--- src/hw/rtl/lrmb_pkg.sv ---
// Shared types and constants of the line raster max-blend core.
// Depends on nothing; every other file of the block but lrmb_ram imports it.
`default_nettype none

package lrmb_pkg;

   // Field widths
   localparam int COORD_W    = 6;
   localparam int LEVEL_W    = 8;
   localparam int COLOR_W    = 8;
   localparam int PANEL_W    = 7;
   localparam int FUNC_W     = 2;
   localparam int DIM_W      = 10;   // signed target coordinates and panel sizes
   localparam int ERR_W      = 9;    // Bresenham error term, signed
   localparam int PROD_W     = COLOR_W + LEVEL_W;
   localparam int CSR_IDX_W  = 3;
   localparam int CSR_DATA_W = 8;

   // Command queue between front and back
   localparam int QUEUE_DEPTH = 2;
   localparam int QPTR_W      = $clog2(QUEUE_DEPTH);
   localparam int QCNT_W      = $clog2(QUEUE_DEPTH + 1);

   // Register indexes of the configuration port
   localparam logic [CSR_IDX_W-1:0] CSR_COLOR_RED    = 3'd0;
   localparam logic [CSR_IDX_W-1:0] CSR_COLOR_GREEN  = 3'd1;
   localparam logic [CSR_IDX_W-1:0] CSR_COLOR_BLUE   = 3'd2;
   localparam logic [CSR_IDX_W-1:0] CSR_PANEL_WIDTH  = 3'd3;
   localparam logic [CSR_IDX_W-1:0] CSR_PANEL_HEIGHT = 3'd4;

   typedef enum logic [FUNC_W-1:0] {
      OP_CLEAR = 2'd0,
      OP_DRAW  = 2'd1,
      OP_READ  = 2'd2,
      OP_NOP   = 2'd3
   } op_type;

   // Command as classified by the front
   typedef struct packed {
      op_type                   op;
      logic [COORD_W-1:0]       x0;
      logic [COORD_W-1:0]       y0;
      logic [COORD_W-1:0]       x1;
      logic [COORD_W-1:0]       y1;
      logic [COORD_W-1:0]       dx;
      logic [COORD_W-1:0]       dy;
      logic                     sx;   // 1: step +1, 0: step -1
      logic                     sy;
      logic signed [ERR_W-1:0]  err0;
      logic [LEVEL_W-1:0]       level;
      logic                     halo;
      logic                     include_end;
   } cmd_type;

   // Configuration as seen by the back
   typedef struct packed {
      logic [COLOR_W-1:0] red;
      logic [COLOR_W-1:0] green;
      logic [COLOR_W-1:0] blue;
      logic [DIM_W-1:0]   eff_width;
      logic [DIM_W-1:0]   eff_height;
   } cfg_type;

   // Queue status toward front and back
   typedef struct packed {
      logic full;
      logic empty;
   } qstat_type;

endpackage

`default_nettype wire

--- src/hw/rtl/lrmb_queue.sv ---
// Short command queue between the front and the back.
// Depends on lrmb_pkg.
`default_nettype none

module lrmb_queue (
   input  logic                clock,
   input  logic                reset,
   input  logic                push,
   input  lrmb_pkg::cmd_type   push_cmd,
   input  logic                pop,
   output lrmb_pkg::cmd_type   pop_cmd,
   output lrmb_pkg::qstat_type stat
);

   import lrmb_pkg::*;

   cmd_type             entry_ff [QUEUE_DEPTH];
   logic [QPTR_W-1:0]   wr_ptr_ff;
   logic [QPTR_W-1:0]   wr_ptr_in;
   logic [QPTR_W-1:0]   rd_ptr_ff;
   logic [QPTR_W-1:0]   rd_ptr_in;
   logic [QCNT_W-1:0]   count_ff;
   logic [QCNT_W-1:0]   count_in;

   assign stat.full  = (count_ff == QCNT_W'(QUEUE_DEPTH));
   assign stat.empty = (count_ff == '0);
   assign pop_cmd    = entry_ff[rd_ptr_ff];

   // Advance pointers and fill count
   always_comb begin
      wr_ptr_in = wr_ptr_ff;
      rd_ptr_in = rd_ptr_ff;
      count_in  = count_ff;
      if (push) begin
         wr_ptr_in = (wr_ptr_ff == QPTR_W'(QUEUE_DEPTH - 1)) ? '0 : wr_ptr_ff + 1'b1;
      end
      if (pop) begin
         rd_ptr_in = (rd_ptr_ff == QPTR_W'(QUEUE_DEPTH - 1)) ? '0 : rd_ptr_ff + 1'b1;
      end
      if (push && !pop) begin
         count_in = count_ff + 1'b1;
      end else if (pop && !push) begin
         count_in = count_ff - 1'b1;
      end
   end

   always_ff @(posedge clock) begin
      if (reset) begin
         wr_ptr_ff <= '0;
         rd_ptr_ff <= '0;
         count_ff  <= '0;
      end else begin
         wr_ptr_ff <= wr_ptr_in;
         rd_ptr_ff <= rd_ptr_in;
         count_ff  <= count_in;
      end
   end

   // Store the pushed command
   always_ff @(posedge clock) begin
      if (push) begin
         entry_ff[wr_ptr_ff] <= push_cmd;
      end
   end

endmodule

`default_nettype wire

--- config.mk ---
export PLATFORM = sky130hd
export DESIGN_NAME = lrmb_queue
export DESIGN_NICKNAME = d
export VERILOG_FILES = /design/src/hw/rtl/lrmb_pkg.sv /design/src/hw/rtl/lrmb_queue.sv
export SDC_FILE = /design/constraint.sdc
export NUM_CORES = 1
export LEC_CHECK = 0
export ABC_AREA = 0
export BUFFER_PORTS_ARGS = -buffer_cell sky130_fd_sc_hd__clkbuf_2
export CAP_MARGIN = 20
export CORE_MARGIN = 8
export CORE_UTILIZATION = 56
export DETAILED_ROUTE_END_ITERATION = 10
export GPL_ROUTABILITY_DRIVEN = 0
export PLACE_DENSITY_LB_ADDON = 0.12
export SETUP_SLACK_MARGIN = 0.05
export SLEW_MARGIN = 15
export SYNTH_ARGS = -nofsm -noshare
export SYNTH_HDL_FRONTEND = slang
export SYNTH_SLANG_ARGS = --single-unit
--- constraint.sdc ---
create_clock -name clock -period 5.65 [get_ports clock]
set_input_delay 0.565 -clock clock [delete_from_list [all_inputs] [get_ports clock]]
set_output_delay 0.565 -clock clock [all_outputs]
set_load 0.01 [all_outputs]
==> flow_summary_export.csv <==
group,metric,value,unit
outcome,run_status,"completed",
worst_setup_path,cp_num_buf_inv,2,
placement,placed_area,5230,µm²
worst_setup_path,r2r_end,"entry_ff[1][45]",
power,pwr-share-comb,9.0,%
worst_setup_path,crit_required,5.09,ns
worst_setup_path,slowest_delay,0.82,ns
worst_hold_path,hold_class,"in -> reg",
clock_tree,clk_latency,0.50,ns
drt,wl,8.36,mm
worst_setup_path,arrival,2.38,ns
worst_setup_path,cp-end-kind,"primary output",
global_routing,use_met2,27.3,%
worst_setup_path,crit_end,"pop_cmd[11]",
placement,io_buffers,123,
power,p_seq_share,45.4,%
power,powerDensity,410,nW/µm²
drt,drt_pre_antenna_iters,4,
synth,synth_top_area_share,78.6,%
synth,syn_nets,270,
cells_and_area,n_antenna_cell,0,
sta,max_freq,339,MHz
sta,worstMarginPinSlew,0.755,ns
sta,fin_crit_sh,52.2,%
floorplanning,num_rows,32,
power,p_sw_share,21.3,%
sta,relSlewSlack,49.6,%
clock_tree,clockBufferDepth,2,
worst_setup_path,crit_path_start_kind,"register",
floorplanning,core,7770,µm²
global_routing,grt_pass1_wl,13.2,mm
synth,ys_types,17,
floorplanning,start_util,58.0,%
sta,setup_viol,0,
power,clock_power_share,45.5,%
sta,hold_viol,0,
synth,synth_seq_area_share,80.8,%
drt,wl_per_cell,18.2,µm
cells_and_area,layout.nets,408,
floorplanning,ios,124,
clock_tree,postCtsHoldBufs,0,
synth,synthTopCellsByArea,"edfxtp_1, mux2_2, mux2_4, dfxtp_1, buf_6",
clock_tree,cts_tree,"yes",
sta,fin_crit,2.95,ns
clock_tree,cts_buffers,17,
clock_tree,cts_setup_buffers,0,
power,p_total,2390,µW
worst_setup_path,critical_path.slowest_cell,"dfxtp_2",
power,peakVddDrop,0.294,mV
floorplanning,die_h,106,µm
cells_and_area,fin_area,5840,µm²
synth,ys_ff_latch,123,
synth,syn_inst,206,
worst_setup_path,timing.reg2reg.setup_slack,3.85,ns
synth,synth.largest_area_cell,"edfxtp_1",
global_routing,grt_busiest_layer,"met2",
sta,setup_tns,0,ns
drt,ant_nets,0,
sta,fin_hold_ws,0.255,ns
power,leakage,0.00228,µW
sta,maxSlewViolCount,0,
clock_tree,clk_transition_reported_paths,0.06,ns
clock_tree,clock_sinks,123,
global_routing,antenna_found_initial,0,
sta,rsz0062_at_grt,"false",
cells_and_area,drive_above_1_share,61.1,%
global_routing,grt_pass1_vias,2631,
run,max-cap-violations,0,
cells_and_area,post-route-util,75.2,%
drt,drtIter0Drc,81,
floorplanning,die_area,11200,µm²
worst_setup_path,ff2ff_path_depth,2,
global_routing,grt_max_degree,45,
synth,netlist_area,4510,µm²
power,internal_power,1880,µW
global_routing,grt_usage,15.6,%
worst_setup_path,path_delay_family,"flip-flops",
clock_tree,ctsResizeCount,0,
drt,drc,0,
worst_setup_path,crit_chain,"buf_4 -> mux2_2 -> clkbuf_2",
clock_tree,cts_root_buf,"clkbuf_8",
worst_setup_path,rr_startpoint,"wr_ptr_ff",
worst_setup_path,crit_type,"reg -> out",
sta,finClkSkew,0.00484,ns
cells_and_area,syn_to_final_growth,29.5,%
drt,vias,2342,
clock_tree,h-tree-depth,4,
global_routing,grt-ovfl-total,0,
power,p_switching,509,µW
worst_setup_path,crit_fanout,31,
drt,viasPerCell,5.10,
floorplanning,die_w,106,µm
worst_setup_path,cp_num_cells,3,
global_routing,grtUsageMet3,6.76,%
synth,syn_area_per_cell,21.9,µm²
global_routing,use_met1,16.2,%
synth,ys_warn_count,0,
area by class of cell:
type	count	area (µm²)
Inverter	1	3.75
Tap cell	102	128
Timing Repair Buffer	126	638
Fill cell	477	1930
Sequential cell	123	3640
Clock inverter	15	198
Multi-Input combinational cell	75	812
Clock buffer	17	414
cells in the mapped netlist, drive strengths merged:
cell type and number:
nor2 5, buf 7, and2 1, ha 1
nor2b 2, a21oi 1, o21ai 1, xnor2 2
mux2 59, or3 1, edfxtp 118, xor2 2
inv 1, dfxtp 5
stage by stage:
step	worst slack, ns	cells
after global placement	3.17	427
after CTS	2.62	459
after global routing	2.55	459
after floorplan	2.00	206
final	2.70	459
after detailed placement	3.18	427
registers in the layout (all words and copies together) (netlist names), named ones only:
register / count
entry_ff: 118
count_ff: 2
rd_ptr_ff: 1
wr_ptr_ff: 1
worst reg2reg max path: stages (launching register included):
cell and delay (ns):
dfxtp_1 0.41, and2_2 0.43, buf_4 0.57
how the worst min path moves through the flow:
stage | start | endpoint | slack, ns | cells past startpoint
3_5_place_dp | count_ff[1] | count_ff[1] | 0.50 | 2
6_report | push_cmd[49] | entry_ff[0][49] | 0.26 | 1
3_3_place_gp | count_ff[1] | count_ff[1] | 0.48 | 2
4_1_cts | push_cmd[49] | entry_ff[0][49] | 0.23 | 1
2_1_floorplan | count_ff[1] | count_ff[1] | 0.46 | 2
5_1_grt | push_cmd[49] | entry_ff[0][49] | 0.23 | 1
power groups by stage:
| stage | clock (µW) | sequential (µW) | combinational [µW] |
|---|---|---|---|
| after floorplan | 0 | 1100 | 135 |
| after global placement | 0 | 1100 | 217 |
| after detailed placement | 0 | 1110 | 220 |
| after CTS | 1110 | 1090 | 221 |
| after global routing | 1140 | 1090 | 235 |
| final | 1090 | 1090 | 216 |
layer usage:
layer,routed length [µm],vias up
met5,0,-
met4,68,0
met3,584,8
met2,4540,82
met1,3170,1164
li1,-,1088
cells by family (layout without fill, tap and decap cells):
logic type	after synthesis	count (layout)	share of synthesized area, %
flops	123	123	80.8
buf+inv	8	159	1.36
simple gates	9	9	0.972
xor+xnor	4	4	0.777
compound gates	2	2	0.222
mux	59	59	15.6
fa+ha+maj	1	1	0.278
placed cells by master, fill, tap and decap left out, drive strengths merged, types with 3 or more instances in the layout:
cell	instances
clkbuf	140
dfxtp	5
inv	3
clkinvlp	4
mux2	59
edfxtp	118
nor2	5
clkinv	5
buf	3
bufinv	4
Note: power is estimated with default switching activity, not from simulation.
