### src/hw/rtl/lrmb_pkg.sv
// Shared types and constants of the line raster max-blend core.
// Depends on nothing; every other file of the block but lrmb_ram imports it.
`default_nettype none

package lrmb_pkg;

   // Field widths
   localparam int COORD_W    = 6;
   localparam int LEVEL_W    = 8;
   localparam int COLOR_W    = 8;
   localparam int PANEL_W    = 7;
   localparam int FUNC_W     = 2;
   localparam int DIM_W      = 10;   // signed target coordinates and panel sizes
   localparam int ERR_W      = 9;    // Bresenham error term, signed
   localparam int PROD_W     = COLOR_W + LEVEL_W;
   localparam int CSR_IDX_W  = 3;
   localparam int CSR_DATA_W = 8;

   // Command queue between front and back
   localparam int QUEUE_DEPTH = 2;
   localparam int QPTR_W      = $clog2(QUEUE_DEPTH);
   localparam int QCNT_W      = $clog2(QUEUE_DEPTH + 1);

   // Register indexes of the configuration port
   localparam logic [CSR_IDX_W-1:0] CSR_COLOR_RED    = 3'd0;
   localparam logic [CSR_IDX_W-1:0] CSR_COLOR_GREEN  = 3'd1;
   localparam logic [CSR_IDX_W-1:0] CSR_COLOR_BLUE   = 3'd2;
   localparam logic [CSR_IDX_W-1:0] CSR_PANEL_WIDTH  = 3'd3;
   localparam logic [CSR_IDX_W-1:0] CSR_PANEL_HEIGHT = 3'd4;

   typedef enum logic [FUNC_W-1:0] {
      OP_CLEAR = 2'd0,
      OP_DRAW  = 2'd1,
      OP_READ  = 2'd2,
      OP_NOP   = 2'd3
   } op_type;

   // Command as classified by the front
   typedef struct packed {
      op_type                   op;
      logic [COORD_W-1:0]       x0;
      logic [COORD_W-1:0]       y0;
      logic [COORD_W-1:0]       x1;
      logic [COORD_W-1:0]       y1;
      logic [COORD_W-1:0]       dx;
      logic [COORD_W-1:0]       dy;
      logic                     sx;   // 1: step +1, 0: step -1
      logic                     sy;
      logic signed [ERR_W-1:0]  err0;
      logic [LEVEL_W-1:0]       level;
      logic                     halo;
      logic                     include_end;
   } cmd_type;

   // Configuration as seen by the back
   typedef struct packed {
      logic [COLOR_W-1:0] red;
      logic [COLOR_W-1:0] green;
      logic [COLOR_W-1:0] blue;
      logic [DIM_W-1:0]   eff_width;
      logic [DIM_W-1:0]   eff_height;
   } cfg_type;

   // Queue status toward front and back
   typedef struct packed {
      logic full;
      logic empty;
   } qstat_type;

endpackage

`default_nettype wire

### src/hw/rtl/lrmb_front.sv
// Front of the core: input handshake and command classification.
// Depends on lrmb_pkg; feeds lrmb_queue.
`default_nettype none

module lrmb_front (
   input  logic                          req_valid,
   output logic                          req_ready,
   input  logic [lrmb_pkg::FUNC_W-1:0]   req_func,
   input  logic [lrmb_pkg::COORD_W-1:0]  req_x_start,
   input  logic [lrmb_pkg::COORD_W-1:0]  req_y_start,
   input  logic [lrmb_pkg::COORD_W-1:0]  req_x_end,
   input  logic [lrmb_pkg::COORD_W-1:0]  req_y_end,
   input  logic [lrmb_pkg::LEVEL_W-1:0]  req_level,
   input  logic                          req_halo,
   input  logic                          req_include_end,
   input  lrmb_pkg::qstat_type           q_stat,
   input  logic                          init_busy,
   output logic                          push,
   output lrmb_pkg::cmd_type             cmd
);

   import lrmb_pkg::*;

   logic [COORD_W-1:0] dx;
   logic [COORD_W-1:0] dy;

   // Accept while the queue has room and the reset sweep is over
   assign req_ready = !q_stat.full && !init_busy;
   assign push      = req_valid && req_ready;

   // Line setup: deltas, step directions and initial error
   assign dx = (req_x_end >= req_x_start) ? req_x_end - req_x_start
                                          : req_x_start - req_x_end;
   assign dy = (req_y_end >= req_y_start) ? req_y_end - req_y_start
                                          : req_y_start - req_y_end;

   always_comb begin
      cmd.op          = op_type'(req_func);
      cmd.x0          = req_x_start;
      cmd.y0          = req_y_start;
      cmd.x1          = req_x_end;
      cmd.y1          = req_y_end;
      cmd.dx          = dx;
      cmd.dy          = dy;
      cmd.sx          = req_x_start < req_x_end;
      cmd.sy          = req_y_start < req_y_end;
      cmd.err0        = $signed({{(ERR_W-COORD_W){1'b0}}, dx})
                      - $signed({{(ERR_W-COORD_W){1'b0}}, dy});
      cmd.level       = req_level;
      cmd.halo        = req_halo;
      cmd.include_end = req_include_end;
   end

endmodule

`default_nettype wire

### config.mk
export PLATFORM = sky130hd
export DESIGN_NAME = lrmb_front
export DESIGN_NICKNAME = d
export VERILOG_FILES = /design/src/hw/rtl/lrmb_pkg.sv /design/src/hw/rtl/lrmb_front.sv
export SDC_FILE = /design/constraint.sdc
export NUM_CORES = 1
export LEC_CHECK = 0
export ABC_AREA = 1
export ABC_CLOCK_PERIOD_IN_PS = 3710
export BUFFER_PORTS_ARGS = -buffer_cell sky130_fd_sc_hd__clkbuf_2
export CAP_MARGIN = 20
export CORE_MARGIN = 4
export CORE_UTILIZATION = 45
export DETAILED_ROUTE_END_ITERATION = 12
export PLACE_DENSITY = 0.84
export SETUP_SLACK_MARGIN = 0.3
export SLEW_MARGIN = 10
export SYNTH_ARGS = -nofsm -noshare
export SYNTH_HDL_FRONTEND = slang
export SYNTH_SLANG_ARGS = --single-unit
### constraint.sdc
create_clock -name vclk -period 3.71
set_clock_uncertainty 0.2 [all_clocks]
set_input_delay 0.371 -clock vclk [all_inputs]
set_output_delay 0.371 -clock vclk [all_outputs]
set_load 0.1 [all_outputs]
==> impl_metrics.toml, run 1 <==
[status]
status = "finished clean"

[floorplanning]
start_util_pct = 47.88
num_rows = 22
die_x_um = 71.34
io_pins = 101
die-area_um2 = 5089
core_um2 = 3771
die_h_um = 71.34

[synthesis]
synth_area_leaders = "ha_1 21%, nand2_1 19%, buf_4 16%"
synth_most_common_cell = "nand2_1"
synthCells = 307
syn_area_um2 = 1805
ys_warn_count = 0
synth_fp_nets = 382
yosys.area.top_type = "ha_1"
yosys-top-cells-count = "92 x nand2_1, 62 x inv_1, 39 x buf_4"
syn_area_per_cell_um2 = 5.881
synth_cell_types = 23
ys_seq_area_share_pct = 0
synth.top_cell.area_share_pct = 20.79

[drt]
drt_iter0_drc = 99
via_per_inst = 4.770
postRouteAntennaNets = 0
wire_per_inst_um = 11.51
vias = 1951
finalWirelength_um = 4707
drc = 0
drt_first_pass_iters = 4

[worst_hold_path]
hold_path.class = "input port to output port"
hold_depth = 0

[global_routing]
grt_pass1_vias = 1725
grt_pass1_wl_um = 7024
grt_max_degree = 9
antenna_found_initial = 0
grt_overflow = 0
grt_usage_pct = 15.76

[setup_path]
cp.required_ns = 3.14
cpMaxStageDelayCell = "fa_2"
crit_fanout = 3
cp-start-kind = "input port"
cp_num_cells = 20
cp_top_family = "adder cells"
slowest_delay_ns = 0.39
setup.worst_path.class = "input port to output port"
path_cells = "buf_6, inv_4, ha_4, inv_2, fa_2, inv_2, nand2_2, inv_2, nor2_2, nor2_4, nand2_4, nand2_8, inv_4, fa_2, nand3_2, nand3_2, nand2_1, nand2_2, a21oi_4, buf_12"
cp.arrival_ns = 2.77
cp-end-kind = "output port"
critical_path_buf_inv_count = 7
critPathMostFrequentCell = "inv_2"

[timing]
timing.final.ws_setup_ns = 0.3657
hold_viol_final = 0
setup_viol = 0
slew_headroom_pct = 63.18
finalMaxSlewViolations = 0
period_minus_slack_ns = 3.344
finalCritPeriodShare_pct = 90.14
fmax_mhz = 299.0
worst_slew_pin_slew_ns = 0.5546
rsz0062_at_grt = "yes"

[layout]
final_core_util_pct = 67.68
insertedDiodeCount = 0
seq_cells = 0
fin_area_um2 = 2552
layout-drive-gt1-share_pct = 45.43
regArea_um2 = 0
clkbuf_count = 0
fin_nets = 438
fillers = 291
area_growth_syn_to_layout_pct = 41.37

[place]
dp_slack_ns = 0.1391
port_buffers = 76
hpwlAfterDp_um = 3671
place_area_um2 = 2255
gp_congestion = 0.8750

[power_and_ir_drop]
p_leak_nw = 1.488
peakVddDrop_mv = 0.5841
powerDensity_nw_per_um2 = 697.4

[run]
drv_cap = 0

[clock_tree]
hold_buffers = 0
==> final cells by class <==
type,instances,area [um^2],share of cell area (%)
inverter,68,282.8,11.08
multi-input combinational,199,1549,60.69
tap,48,60.06,2.353
timing repair buffer,94,660.6,25.88
==> placed cells by master (no fill, tap or decap), types with 2 or more instances in the layout <==
cell type   netlist  routed
buf_6             1       2
o21ai_1           1       2
buf_4            39      17
nand3b_1          2       2
a21oi_2           1       3
o21ai_2           2       2
nand2_2           2      15
fa_1              5       2
inv_2             6      10
nor2_2            2       3
xnor2_1           2       2
buf_12            0       9
ha_2              0       2
xor2_2            0       3
ha_4              0      10
fa_2              0       3
ha_1             30      18
nand3_1          15      11
clkinvlp_4        0       2
nor2_1           13      12
inv_1            62      52
a21oi_1          15      12
nand4_1           2       2
nand3_4           0       2
xor2_1            7       3
clkbuf_2          0      65
nand3_2           3       5
inv_4             0       3
nand2_1          92      77
==> worst paths after layout <==
path,end,slack (ns),startpoint
hold / removal,cmd[58],0.54,req_func[1]
setup / recovery,cmd[16],0.37,req_y_end[0]
==> metrics by stage <==
step	std cells	power, mW	hold WS, ns	setup TNS [ns]
after floorplan	307	1.383	0.7535	-1.398
after global placement	393	1.664	0.5427	0
after detailed placement	393	1.679	0.5427	0
after CTS	399	1.712	0.5427	0
after global routing	409	1.857	0.5422	0
final	409	1.780	0.5420	0
==> where the power goes <==
group	total [mW]	internal [mW]	switching (mW)
sequential	0	0	0
clock	0	0	0
combinational	1.78	0.548	1.23
total	1.78	0.548	1.23
==> layer usage <==
metal	global-route usage, %	vias to the layer above	share of wire (%)
met3	2.805	8	8.0
met1	20.27	861	41
met2	27.76	83	51
met4	2.505	0	0.87
met5	0	-	0
li1	-	999	-
==> what timing repair did <==
item                       in CTS  in global routing
buffers inserted                6                 10
setup endpoints to repair       4                  6
gates resized for setup         8                 41
pin swaps                       7                 19
==> cell families after synthesis <==
logic type / count (synthesis) / share of synthesized area (%)
AND/OR/NAND/NOR: 133 / 31.60
buffers and inverters: 108 / 30.98
adder cells (fa/ha/maj): 35 / 26.33
AO/OA/AOI/OAI: 22 / 6.722
XOR/XNOR: 9 / 4.366
(Power assumes the default switching activity.)
==> run 2, diff against run 1 <==
--- a/config.mk
+++ b/config.mk
@@ -9,6 +9,7 @@
 export ABC_CLOCK_PERIOD_IN_PS = 3710
 export BUFFER_PORTS_ARGS = -buffer_cell sky130_fd_sc_hd__clkbuf_2
 export CAP_MARGIN = 20
+export CORE_ASPECT_RATIO = 0.5
 export CORE_MARGIN = 4
 export CORE_UTILIZATION = 45
 export DETAILED_ROUTE_END_ITERATION = 12
==> run 2 against run 1 <==
  * First-iteration DRC count down 38%
  * Count of clock-buffer cells in the layout unchanged
  * Wire length increased by 3.7%
  * Combinational power barely moved
  * Highest routed layer unchanged
  * Critical path depth down 2
  * Largest cell class unchanged
  * Worst hold slack about the same
==> impl_metrics.toml, run 2 (synthesis gave the netlist of run 1 again) <==
[power_and_ir_drop]
switchingPower_mw = 1.253
power_frac_comb_pct = 100.0
power_mw = 1.803
internal-power_mw = 0.5507
pwr-share-clk_pct = 0
p_seq_share_pct = 0
peakVddDrop_mv = 0.4454
powerDensity_nw_per_um2 = 717.1
p_leak_nw = 1.480
swShare_pct = 69.47

[setup_path]
cp-end-kind = "output port"
setup.worst_path.class = "input port to output port"
cp-start-kind = "input port"
slowest_delay_ns = 0.43
path_cells = "buf_12, inv_12, ha_4, inv_4, fa_2, inv_2, nand2_2, nand3_2, nand3_4, nand2_1, nand2_2, fa_2, nand3_4, nand3_4, nand2_2, nand2_2, a21oi_4, buf_12"
cpMaxStageDelayCell = "fa_2"
crit_fanout = 6
critPathMostFrequentCell = "nand2_2"
cp.required_ns = 3.14
cp.arrival_ns = 2.81

[drt]
drt_iter0_drc = 61
postRouteAntennaNets = 0
finalWirelength_um = 4881
vias = 1949
wire_per_inst_um = 11.90
via_per_inst = 4.754
drt_first_pass_iters = 5
drc = 0

[floorplanning]
io_pins = 101
die-area_um2 = 5151
die_x_um = 97.58
die_h_um = 52.79
num_rows = 15
core_um2 = 3641
start_util_pct = 49.59

[layout]
fillers = 303
fin_area_um2 = 2515
fin_nets = 436
layout-drive-gt1-share_pct = 44.85
final_cell_mix = "77 x nand2_1, 65 x clkbuf_2, 52 x inv_1"
layout_commonest_cell = "nand2_1"
seq_cells = 0
clkbuf_count = 0
regArea_um2 = 0
area_growth_syn_to_layout_pct = 39.29
insertedDiodeCount = 0

[timing]
timing.final.ws_setup_ns = 0.3244
worst_slew_pin_slew_ns = 0.5578
rsz0062_at_grt = "yes"
finalCritPeriodShare_pct = 91.26
finalSetupTns_ns = 0
slew_headroom_pct = 62.97
period_minus_slack_ns = 3.386
fmax_mhz = 295.4
setup_viol = 0
hold_viol_final = 0
finalMaxSlewViolations = 0

[global_routing]
grt_max_degree = 9
antenna_found_initial = 0
grt_pass1_wl_um = 7410
grt_overflow = 0
grt_usage_pct = 16.74
grt_pass1_vias = 1774

[place]
gp_congestion = 0.8974
place_area_um2 = 2266
port_buffers = 76
hpwlAfterDp_um = 3766
dp_slack_ns = 0.1406

[run]
drv_cap = 0

[worst_hold_path]
hold_path.class = "input port to output port"

[status]
status = "finished clean"
[run 2: final timing paths]
check,end,cells after the start,from,slack [ns]
worst max-delay path,cmd[16],18,req_x_end[0],0.32
worst min-delay path,cmd[2],0,req_level[0],0.54
[run 2: layer usage]
metal	global-route usage (%)	wire length (um)	share of wire, %	up-vias
met5	0	0	0	-
met4	1.149	93	1.9	0
met3	0.7968	262	5.4	18
met2	36.05	2514	52	74
met1	19.28	2011	41	873
li1	-	-	-	984
[run 2: what timing repair did]
item                       CTS  global route
hold buffers                 0             0
resized for setup            7            37
buffers inserted             3            10
pin swaps                    3            18
setup endpoints to repair    4             5
[run 2: layout make-up]
cell class                 count  area (um^2)  share of cell area, %
tap                           51        63.81                  2.537
inverter                      68        277.8                  11.04
timing repair buffer          92        639.4                  25.42
multi-input combinational    199         1534                  61.00
[run 2: power by group through the flow]
stage	clock network [mW]	logic, mW	registers (mW)
after CTS	0	1.70	0
after global routing	0	1.88	0
final	0	1.80	0
after global placement	0	1.66	0
after detailed placement	0	1.69	0
after floorplan	0	1.38	0
[run 2: critical path: cells and delay by family]
family	cells	cell delay (ns)
buffers and inverters	5	0.47
adder cells (fa/ha/maj)	3	0.91
AND/OR/NAND/NOR	9	0.79
AO/OA/AOI/OAI	1	0.26
[run 2: stage by stage]
stage          hold WS (ns)  cells  util (%)
2_1_floorplan        0.7535    307         -
3_3_place_gp         0.5427    397     62.23
3_5_place_dp         0.5427    397     62.23
4_1_cts              0.5427    400     63.47
5_1_grt              0.5422    410     69.07
6_report             0.5420    410     69.07
